`src/rtl/arp_pkg.sv`:
```
`default_nettype none
// ----------------------------------------------------------------------------
// arp_pkg
// Shared types and constants of the ARM ELF relocation patch pipeline.
// ----------------------------------------------------------------------------
package arp_pkg;

    localparam int unsigned WORD_W    = 32;
    localparam int unsigned KIND_W    = 4;
    localparam int unsigned CFG_IDX_W = 2;

    // Relocation kinds; every other code is unknown.
    localparam logic [KIND_W-1:0] KIND_NONE     = 4'd0;
    localparam logic [KIND_W-1:0] KIND_ABS32    = 4'd1;
    localparam logic [KIND_W-1:0] KIND_BRANCH24 = 4'd2;
    localparam logic [KIND_W-1:0] KIND_REL32    = 4'd3;
    localparam logic [KIND_W-1:0] KIND_V4BX     = 4'd4;
    localparam logic [KIND_W-1:0] KIND_STORE    = 4'd5;
    localparam logic [KIND_W-1:0] KIND_RELATIVE = 4'd6;
    localparam logic [KIND_W-1:0] KIND_THUMB    = 4'd7;

    // Configuration register indexes.
    localparam logic [CFG_IDX_W-1:0] CFG_LOAD_BASE = 2'd0;
    localparam logic [CFG_IDX_W-1:0] CFG_LINK_BASE = 2'd1;

    localparam logic [WORD_W-1:0] V4BX_KEEP = 32'hf000000f;
    localparam logic [WORD_W-1:0] V4BX_SET  = 32'h01a0f000;
    localparam logic [WORD_W-1:0] THUMB_LOW = 32'h00ffffff;
    localparam logic [WORD_W-1:0] THUMB_SPAN = 32'h01ffffff;

    typedef struct packed {
        logic [KIND_W-1:0] req_type;
        logic [WORD_W-1:0] place_offset;
        logic [WORD_W-1:0] place_word;
        logic [WORD_W-1:0] sym_value;
    } arp_in_t;

    typedef struct packed {
        logic [WORD_W-1:0] new_word;
        logic              reloc_error;
    } arp_out_t;

    // After stage 1: patch address and the kind-specific second operand.
    typedef struct packed {
        logic              valid;
        logic [KIND_W-1:0] kind;
        logic [WORD_W-1:0] word;
        logic [WORD_W-1:0] sym;
        logic [WORD_W-1:0] place;
        logic [WORD_W-1:0] opb;
    } arp_s1_t;

    // After stage 2: both operands of the final add.
    typedef struct packed {
        logic              valid;
        logic [KIND_W-1:0] kind;
        logic [WORD_W-1:0] word;
        logic [WORD_W-1:0] opa;
        logic [WORD_W-1:0] opb;
    } arp_s2_t;

    // After stage 3: the sum that the packing stage works from.
    typedef struct packed {
        logic              valid;
        logic [KIND_W-1:0] kind;
        logic [WORD_W-1:0] word;
        logic [WORD_W-1:0] sum;
    } arp_s3_t;

endpackage : arp_pkg
`default_nettype wire

```
`src/rtl/arp_front.sv`:
```
`default_nettype none
// ----------------------------------------------------------------------------
// arp_front
// Stage 1: forms the patch address and decodes the addend of the word.
// ----------------------------------------------------------------------------
module arp_front
    import arp_pkg::*;
(
    input  wire logic              clk,
    input  wire logic              rst_n,
    input  wire logic              in_valid,
    input  wire arp_in_t           cmd,
    input  wire logic [WORD_W-1:0] load_base,
    input  wire logic [WORD_W-1:0] link_base,
    output arp_s1_t                st
);

    logic              valid_reg;
    logic [KIND_W-1:0] kind_reg;
    logic [WORD_W-1:0] word_reg;
    logic [WORD_W-1:0] sym_reg;
    logic [WORD_W-1:0] place_reg;
    logic [WORD_W-1:0] opb_reg;

    logic [WORD_W-1:0] place_next;
    logic [WORD_W-1:0] opb_next;
    logic [15:0]       hi;
    logic [15:0]       lo;
    logic              sg;

    always_comb
    begin
        hi         = cmd.place_word[15:0];
        lo         = cmd.place_word[31:16];
        sg         = hi[10];
        place_next = load_base + cmd.place_offset - link_base;
        case (cmd.req_type)
            KIND_BRANCH24:
            begin
                // Sign-extended 24-bit field, scaled to bytes.
                opb_next = {{6{cmd.place_word[23]}}, cmd.place_word[23:0], 2'b00};
            end
            KIND_THUMB:
            begin
                // J1/J2 decode of the 25-bit offset, then sign extension.
                opb_next = {{7{sg}}, sg, ~(lo[13] ^ sg), ~(lo[11] ^ sg),
                            hi[9:0], lo[10:0], 1'b0};
            end
            KIND_ABS32, KIND_REL32, KIND_RELATIVE:
            begin
                opb_next = cmd.place_word;
            end
            default:
            begin
                opb_next = '0;
            end
        endcase
    end

    always_ff @(posedge clk or negedge rst_n)
    begin
        if (!rst_n)
        begin
            valid_reg <= 1'b0;
        end
        else
        begin
            valid_reg <= in_valid;
        end
    end

    always_ff @(posedge clk)
    begin
        kind_reg  <= cmd.req_type;
        word_reg  <= cmd.place_word;
        sym_reg   <= cmd.sym_value;
        place_reg <= place_next;
        opb_reg   <= opb_next;
    end

    assign st = '{valid: valid_reg, kind: kind_reg, word: word_reg, sym: sym_reg,
                  place: place_reg, opb: opb_reg};

endmodule : arp_front
`default_nettype wire

```
`src/rtl/arp_adder.sv`:
```
`default_nettype none
// ----------------------------------------------------------------------------
// arp_adder
// Stages 2 and 3: subtracts the patch address from the symbol (ABS32, STORE
// and RELATIVE take the symbol as is), then adds the kind-specific operand.
// ----------------------------------------------------------------------------
module arp_adder
    import arp_pkg::*;
(
    input  wire logic    clk,
    input  wire logic    rst_n,
    input  wire arp_s1_t st_in,
    output arp_s3_t      st_out
);

    logic              v2_reg;
    logic [KIND_W-1:0] kind2_reg;
    logic [WORD_W-1:0] word2_reg;
    logic [WORD_W-1:0] opa2_reg;
    logic [WORD_W-1:0] opb2_reg;

    logic              v3_reg;
    logic [KIND_W-1:0] kind3_reg;
    logic [WORD_W-1:0] word3_reg;
    logic [WORD_W-1:0] sum3_reg;

    logic [WORD_W-1:0] opa2_next;
    logic [WORD_W-1:0] sum3_next;

    always_comb
    begin
        case (st_in.kind)
            KIND_ABS32, KIND_STORE, KIND_RELATIVE:
            begin
                opa2_next = st_in.sym;
            end
            default:
            begin
                opa2_next = st_in.sym - st_in.place;
            end
        endcase
        sum3_next = opa2_reg + opb2_reg;
    end

    always_ff @(posedge clk or negedge rst_n)
    begin
        if (!rst_n)
        begin
            v2_reg <= 1'b0;
            v3_reg <= 1'b0;
        end
        else
        begin
            v2_reg <= st_in.valid;
            v3_reg <= v2_reg;
        end
    end

    always_ff @(posedge clk)
    begin
        kind2_reg <= st_in.kind;
        word2_reg <= st_in.word;
        opa2_reg  <= opa2_next;
        opb2_reg  <= st_in.opb;
        kind3_reg <= kind2_reg;
        word3_reg <= word2_reg;
        sum3_reg  <= sum3_next;
    end

    assign st_out = '{valid: v3_reg, kind: kind3_reg, word: word3_reg, sum: sum3_reg};

endmodule : arp_adder
`default_nettype wire

```
`src/rtl/arp_pack.sv`:
```
`default_nettype none
// ----------------------------------------------------------------------------
// arp_pack
// Stage 4: checks the Thumb offset, re-encodes the fields and registers
// the result.
// ----------------------------------------------------------------------------
module arp_pack
    import arp_pkg::*;
(
    input  wire logic    clk,
    input  wire logic    rst_n,
    input  wire arp_s3_t st_in,
    output logic         done,
    output arp_out_t     result
);

    logic              done_reg;
    logic [WORD_W-1:0] word_reg;
    logic              err_reg;

    logic [WORD_W-1:0] word_next;
    logic              err_next;
    logic [WORD_W-1:0] off;
    logic [WORD_W-1:0] off_bias;
    logic              thumb_ok;
    logic [15:0]       hi;
    logic [15:0]       lo;
    logic [15:0]       nhi;
    logic [15:0]       nlo;
    logic              sg;
    logic              j1;
    logic              j2;

    always_comb
    begin
        off      = st_in.sum;
        hi       = st_in.word[15:0];
        lo       = st_in.word[31:16];
        // The offset must carry the Thumb bit and lie strictly within 16 MiB.
        off_bias = off + THUMB_LOW;
        thumb_ok = off[0] && (off_bias < THUMB_SPAN);
        sg       = off[24];
        j1       = sg ^ ~off[23];
        j2       = sg ^ ~off[22];
        nhi      = {hi[15:11], sg, off[21:12]};
        nlo      = {lo[15:14], j1, lo[12], j2, off[11:1]};

        word_next = st_in.word;
        err_next  = 1'b0;
        case (st_in.kind)
            KIND_NONE:
            begin
                word_next = st_in.word;
            end
            KIND_ABS32, KIND_REL32, KIND_STORE, KIND_RELATIVE:
            begin
                word_next = st_in.sum;
            end
            KIND_BRANCH24:
            begin
                word_next = {st_in.word[31:24], st_in.sum[25:2]};
            end
            KIND_V4BX:
            begin
                word_next = (st_in.word & V4BX_KEEP) | V4BX_SET;
            end
            KIND_THUMB:
            begin
                if (thumb_ok)
                begin
                    word_next = {nlo, nhi};
                end
                else
                begin
                    err_next = 1'b1;
                end
            end
            default:
            begin
                err_next = 1'b1;
            end
        endcase
    end

    always_ff @(posedge clk or negedge rst_n)
    begin
        if (!rst_n)
        begin
            done_reg <= 1'b0;
        end
        else
        begin
            done_reg <= st_in.valid;
        end
    end

    always_ff @(posedge clk)
    begin
        word_reg <= word_next;
        err_reg  <= err_next;
    end

    assign done   = done_reg;
    assign result = '{new_word: word_reg, reloc_error: err_reg};

endmodule : arp_pack
`default_nettype wire

```
`src/rtl/arm_elf_relocation_patch_top.sv`:
```
`default_nettype none
// ----------------------------------------------------------------------------
// arm_elf_relocation_patch_top
// Applies one ARM ELF32 relocation to one 32-bit word per clock cycle.
// ----------------------------------------------------------------------------
// A relocation transfer is taken at every rising edge with start high and
// busy low; busy is never raised, so one relocation may be issued in every
// cycle. Each relocation runs through four register stages (patch address and
// addend decode, symbol minus place, final add, Thumb check and field packing)
// and its result appears on result for exactly one cycle, marked by done.
// Results leave in issue order. The receiver must take every result in the
// cycle it is shown, since there is no way to hold it off. The load and link
// bases are written through the cfg channel, which is always ready; they
// should only be changed while no relocation is in flight. Writes to an
// index other than the two bases are ignored.
// ----------------------------------------------------------------------------
module arm_elf_relocation_patch_top
    import arp_pkg::*;
(
    input  wire logic                 clk,
    input  wire logic                 rst_n,
    input  wire logic                 start,
    output logic                      busy,
    input  wire arp_in_t              cmd,
    output logic                      done,
    output arp_out_t                  result,
    input  wire logic                 cfg_valid,
    output logic                      cfg_ready,
    input  wire logic [CFG_IDX_W-1:0] cfg_index,
    input  wire logic [WORD_W-1:0]    cfg_data
);

    logic [WORD_W-1:0] load_base_reg;
    logic [WORD_W-1:0] link_base_reg;
    logic              accept;
    arp_s1_t           st1;
    arp_s3_t           st3;

    // The pipeline never stalls, so both channels are always open.
    assign busy      = 1'b0;
    assign cfg_ready = 1'b1;
    assign accept    = start && !busy;

    always_ff @(posedge clk or negedge rst_n)
    begin
        if (!rst_n)
        begin
            load_base_reg <= '0;
            link_base_reg <= '0;
        end
        else if (cfg_valid && cfg_ready)
        begin
            case (cfg_index)
                CFG_LOAD_BASE:
                begin
                    load_base_reg <= cfg_data;
                end
                CFG_LINK_BASE:
                begin
                    link_base_reg <= cfg_data;
                end
                default:
                begin
                    // Unmapped index: the transfer completes and is dropped.
                end
            endcase
        end
    end

    // Stage 1: patch address and addend decode.
    arp_front u_front (
        .clk       (clk),
        .rst_n     (rst_n),
        .in_valid  (accept),
        .cmd       (cmd),
        .load_base (load_base_reg),
        .link_base (link_base_reg),
        .st        (st1)
    );

    // Stages 2 and 3: symbol minus place, then the final add.
    arp_adder u_adder (
        .clk    (clk),
        .rst_n  (rst_n),
        .st_in  (st1),
        .st_out (st3)
    );

    // Stage 4: Thumb range check, field packing and the result register.
    arp_pack u_pack (
        .clk    (clk),
        .rst_n  (rst_n),
        .st_in  (st3),
        .done   (done),
        .result (result)
    );

    // Every accepted relocation produces a result strobe on done.
    a_latency : assert property (@(posedge clk) disable iff (!rst_n)
        accept |-> ##4 done)
        else $error("accepted relocation did not complete after four cycles");

    // No result appears without a matching accepted relocation.
    a_no_spurious : assert property (@(posedge clk) disable iff (!rst_n)
        done |-> $past(accept, 4))
        else $error("result strobe without a matching start transfer");

    // An unknown kind always flags an error and returns the original word.
    a_unknown_kind : assert property (@(posedge clk) disable iff (!rst_n)
        accept && (cmd.req_type > KIND_THUMB) |-> ##4
        (result.reloc_error && result.new_word == $past(cmd.place_word, 4)))
        else $error("unknown relocation kind not flagged");

endmodule : arm_elf_relocation_patch_top
`default_nettype wire
```
`config.mk`:
```
export PLATFORM = sky130hd
export DESIGN_NAME = arm_elf_relocation_patch_top
export DESIGN_NICKNAME = d
export VERILOG_FILES = /design/src/rtl/arp_pkg.sv /design/src/rtl/arp_front.sv /design/src/rtl/arp_adder.sv /design/src/rtl/arp_pack.sv /design/src/rtl/arm_elf_relocation_patch_top.sv
export SDC_FILE = /design/constraint.sdc
export NUM_CORES = 1
export LEC_CHECK = 0
export ABC_AREA = 1
export BUFFER_PORTS_ARGS = -buffer_cell sky130_fd_sc_hd__buf_2
export CAP_MARGIN = 40
export CORE_MARGIN = 10
export CORE_UTILIZATION = 60
export DETAILED_ROUTE_END_ITERATION = 12
export PLACE_DENSITY = 0.8
export RECOVER_POWER = 50
export SYNTH_ARGS = -nofsm -noshare
export SYNTH_HDL_FRONTEND = slang
export SYNTH_HIERARCHICAL = 1
export SYNTH_SLANG_ARGS = --single-unit
```
`constraint.sdc`:
```
create_clock -name clk -period 4.5 [get_ports clk]
set_clock_uncertainty 0.2 [all_clocks]
set_input_delay 1.35 -clock clk [delete_from_list [all_inputs] [get_ports clk]]
set_output_delay 1.35 -clock clk [all_outputs]
set_load 0.05 [all_outputs]
```
After elaboration in Yosys (flattened, before gate mapping)
Index checks and enable logic that the tools add are counted.

Flip-flop bits (word level): 401. Bits of input ports: 138. Output and inout port bits: 36. Logic and storage cells: 65.

Add/subtract/negate cells: 5. Magnitude comparators: 1. Equal/unequal tests: 16. Mux-type cells: 6. Bitwise gates (word level): 8. Reductions and logical operators: 9.

Operator list (number): $pmux W32 S4 (1); $pmux W32 S3 (1); $add A32 B32 Y32 (2); $sub A32 B32 Y32 (2); $add A32 B24 Y32 const B (1); $eq A4 B3 Y1 const B (8); $lt A32 B25 Y1 const B (1); $mux W32 (1); $mux W30 (1); $eq A4 B2 Y1 const B (4); $eq A4 B1 Y1 const B (3); $reduce_or A7 Y1 (1); $reduce_or A3 Y1 (2); $logic_not A4 Y1 (1); $not A1 Y1 (4); $reduce_and A2 Y1 (2); $reduce_or A4 Y1 (1); $xor A1 B1 Y1 (4); $eq A2 B1 Y1 const B (1); $logic_not A2 Y1 (1); $pmux W1 S2 (1); $logic_and A1 B1 Y1 (1); $mux W1 (1).

Logic depth before layout (Yosys ltp)
Depth in word-level cells: 5. Mapped depth: 18. Gate-level depth less buffers: 17.

Cells and area by module
The synthesis kept the hierarchy.

Modules (own cells, without submodules): arp_adder (instances 1, cells an instance 1144, area an instance 8224.1 um^2, seq. area each 3413.3 um^2); arp_front (instances 1, cells an instance 898, area an instance 6779.0 um^2, seq. area each 2667.6 um^2); arp_pack (instances 1, cells an instance 443, area an instance 2658.8 um^2, seq. area each 685.7 um^2); arm_elf_relocation_patch_top (instances 1, cells an instance 287, area an instance 2611.3 um^2, seq. area each 1601.5 um^2).

Worst setup path after synthesis
No wires, ideal clock.

Path type: in2reg. Start point: in cmd[75] in the netlist's numbering. End point: reg u_front.place_reg[31]. Setup time: 0.112 ns. Data arrival time: 3.018 ns. Data required time: 4.188 ns. Setup slack: 1.170 ns. Cell stages on the path: 14. Path buffers: 0. Path through: inv_1 -> fa_1 -> inv_1 -> ha_1 -> nand2_1 -> inv_2 -> nand2_1 -> inv_1 -> a21oi_1 -> nand2_2 -> nand2_1 -> nand2_1 -> nand2_1 -> nand2_1.

Word-level cells in the longest chain between the ends: 2.

RTL lines: from (decl) (RTL line arm_elf_relocation_patch_top.sv:24) `input wire arp_in_t cmd,`; $add A32 B32 Y32 (RTL line arp_front.sv:36) `place_next = load_base + cmd.place_offset - link_base;`; $sub A32 B32 Y32 (RTL line arp_front.sv:36); net u_front.place_next[31] (RTL line arp_front.sv:25) `logic [WORD_W-1:0] place_next;`; to (signal assigned) (RTL line arp_front.sv:77) `place_reg <= place_next;`; to (decl) (RTL line arp_front.sv:22) `logic [WORD_W-1:0] place_reg;`.

The timed path passes the listed nets, and every way through them passes these cells. A chain may end at the register's enable or synchronous reset.

Final worst setup path
Start point: reg u_adder.kind3_reg[0]. End point: reg u_pack.word_reg[0].

Word-level cells in the longest chain between the ends: 3. Elaborated cells between the ends (all ways): 9. Those cells by class: 7 x eq/ne; 1 x mux; 1 x reduce/logical.

RTL lines: from (decl) (RTL line arp_adder.sv:23) `logic [KIND_W-1:0] kind3_reg;`; from (signal assigned) (RTL line arp_adder.sv:65) `kind3_reg <= kind2_reg;`; $eq A4 B1 Y1 (tied with other cells) (RTL line arp_pack.sv:50) `case (st_in.kind)`; $reduce_or A4 Y1; $pmux W32 S4 (*) (RTL line arp_pack.sv:50); net u_pack.word_next[0] (RTL line arp_pack.sv:21) `logic [WORD_W-1:0] word_next;`; to (signal assigned) (RTL line arp_pack.sv:99) `word_reg <= word_next;`; to (decl) (RTL line arp_pack.sv:18) `logic [WORD_W-1:0] word_reg;`.

The timed path passes the listed nets; every way through them passes the cells marked *.

==> results.cfg <==
[floorplanning]
initial_utilization = 0.6061
die_h_um = 203.8
pin_count = 174
std_cell_rows = 67
die_area_sq_um = 41540
floorplan.die.width_um = 203.8
design.core.area_sq_um = 33450

[final_layout]
syn_to_final_growth_pct = 12.57
final_cell_count_no_fill = 3421
seq_area_sq_um = 8368
final_net_count = 3209
fillerInstances = 2870
fraction_of_final_layout_cells_sized_beyond_drive_strength_1 = 0.1060
multi_input_gate_area_sq_um = 9668

[setup_path]
critPathTopFamily = buffers and inverters
worst_path_most_repeated_cell = inv_1
worstSetupStartpointType = flip-flop
critical-path-slowest-cell = inv_1
critPathMaxFanout = 23
worst-endpoint-required_ns = 4.80
cp.buffers_inverters = 3
slowest_delay_ns = 0.69
cp.arrival_ns = 3.52
setup.worst_path.class = flip-flop to flip-flop
endpoint_kind = flip-flop
timing.critical_path.cells = nor2_1 > inv_1 > nand3_1 > nand2_1 > inv_1 > nand4_1 > inv_1 > a211oi_1 > a21oi_1

[timing]
max_slew_margin = -0.004772
layout_min_cycle_time_ns = 3.221
final.setup.tns_ns = 0
post-route-worst-setup-slack_ns = 1.279
post-route-period-util = 0.7157
timing.final.setup_violations = 0
timing.final.max_slew_violations = 28
setup_repair_after_global_routing_missed_its_margin = no
achievable_clock_frequency_mhz = 310.5
hold_viol = 0
worstMarginPinSlew_ns = 1.507

[route]
drcViolationCount = 0
antenna_left = 0
detail_route.wl_per_cell_um = 17.68
wirelength_um = 60490
drt_iter0_drc = 1578
per_cell_via_count_in_the_routed_design = 5.277
detailedRoute.firstPassIterationCount = 6
routed-via-count = 18050

[synthesis]
yosysWarnings = 6
post_synth_inst_count = 2772
synth.yosys.seq_area_share = 0.4128
synth.ff_latch_count = 401
syn_area_per_cell_sq_um = 7.314
synth.net_count = 3039
post_synth_arst_share = 0.1696
count_of_flip_flops_with_a_built_in_enable_after_synthesis = 0
synth_top_flop_cell = dfxtp_1
area_of_the_mapped_netlist_sq_um = 20270
synth.distinct_cells = 49

[power]
power.leakage_nw = 12.46
vdd.ir_drop.worst_v = 0.0003790
pwr_density_cell_nw_per_um2 = 653.8

[status]
status = finished with violations
failing_checks = max-capacitance violations, max-slew violations

[clock_tree]
ctsHtreeMaxLevel = 2
clk_path_buf_depth = 3
cts.repair.resized = 0
path_clk_slew_ns = 0.06
tritoncts.num_buffers = 42
post-cts-setup-buffers = 0
cts_root_buffer = clkbuf_16
clk-insertion-delay-late_ns = 0.57
tritoncts_clock_tree = yes
holdBufCountCts = 0
number_of_clock_sinks = 401

[global_route]
globalRouteOverflowTotal = 0
antenna_found_initial = 1
number_of_global_route_vias_before_repair = 17780
grt_pass1_wl_um = 93740
grt.total_usage = 0.2855
grt_start_max_net_pins = 43

[placed_design]
io_buffer_count = 171
hpwl_reported_at_the_end_of_detailed_placement_um = 48800
placed_cells = 3346
gp_congestion = 1.011
post-place-ws_ns = 0.7925

[worst_hold_path]
timing.hold.worst.class = flip-flop to flip-flop

[job]
maxCapViolations = 1
==> metal layers <==
metal,global-route usage,vias up,part of all wire
met3,0.04755,115,0.066
met5,0,-,0.00021
li1,-,8916,-
met4,0.09592,2,0.028
met1,0.3541,8317,0.42
met2,0.4941,704,0.49
==> cells in the mapped netlist, types with 10 or more instances <==
| master | instances | area, sq um |
|---|---|---|
| nand3_1 | 175 | 875.8 |
| nor2_2 | 13 | 81.33 |
| inv_1 | 495 | 1858 |
| xor2_1 | 36 | 315.3 |
| nand4_1 | 49 | 306.5 |
| nand3_2 | 13 | 130.1 |
| o21bai_1 | 10 | 75.07 |
| a21oi_1 | 87 | 435.4 |
| inv_2 | 15 | 56.30 |
| xnor2_1 | 17 | 148.9 |
| nand2_2 | 42 | 262.8 |
| nor2_1 | 179 | 671.9 |
| clkbuf_1 | 13 | 48.80 |
| dfxtp_1 | 333 | 6666 |
| o21ai_0 | 47 | 235.2 |
| nand2_1 | 886 | 3326 |
| nor3_1 | 16 | 80.08 |
| dfrtp_1 | 68 | 1702 |
| buf_4 | 10 | 75.07 |
| ha_1 | 96 | 1201 |
| o221ai_1 | 10 | 87.58 |
| buf_2 | 28 | 140.1 |
| fa_1 | 33 | 660.6 |
| a22oi_1 | 21 | 157.7 |
==> through the flow <==
| step | instance area (sq um) | utilization | total power, mW | hold WS, ns |
|---|---|---|---|---|
| 6_report | 22820 | 0.6823 | 14.92 | 0.1144 |
| 5_1_grt | 22820 | 0.6822 | 15.89 | 0.1215 |
| 4_1_cts | 22890 | 0.6844 | 14.88 | 0.1183 |
| 3_5_place_dp | 21460 | 0.6416 | 11.30 | 0.1121 |
| 3_3_place_gp | 21460 | 0.6416 | 11.18 | 0.1097 |
| 2_1_floorplan | 20270 | - | 9.352 | 0.1096 |
==> cells in the final DEF (no fill, tap or decap), types with 49 or more instances in the layout <==
cell type  count
ha_1          96
dfxtp_1      333
nand3_1      176
inv_1        495
buf_2        136
nand2_1      890
nor2_1       179
nand4_1       49
dfrtp_1       68
a21oi_1       87
==> cells by family after synthesis <==
kind of cell / share of synthesized area
compound gates: 0.06783
xor+xnor: 0.02290
fa+ha+maj: 0.09183
buf+inv: 0.1091
flops: 0.4128
other cells: 0.0003704
simple gates: 0.2952
==> worst paths after layout <==
kind,start,endpoint,slack [ns],cells after the start
max reg2reg,u_adder/kind3_reg[0],u_pack/word_reg[0],1.28,9
max,u_adder/kind3_reg[0],u_pack/word_reg[0],1.28,9
min,u_front/opb_reg[9],u_adder/opb2_reg[9],0.11,0
min in group asynchronous,rst_n,load_base_reg[20],0.93,1
min reg2reg,u_front/opb_reg[9],u_adder/opb2_reg[9],0.11,0
max in group asynchronous,rst_n,link_base_reg[8],1.44,2
==> layout make-up <==
cell class                      instances  share of cell area
Multi-Input combinational cell       1806              0.4236
Sequential cell                       401              0.3667
Inverter                              512             0.08421
Clock buffer                           57             0.05247
Timing Repair Buffer                  179             0.03810
Tap cell                              448             0.02456
Clock inverter                         17             0.01025
Antenna cell                            1           0.0001096
==> report_power, final <==
part	internal, mW	total, mW	switching (mW)
Clock	2.11	3.57	1.46
Sequential	4.32	4.98	0.662
Combinational	2.07	6.37	4.30
Power figures use the tool's default switching activity.
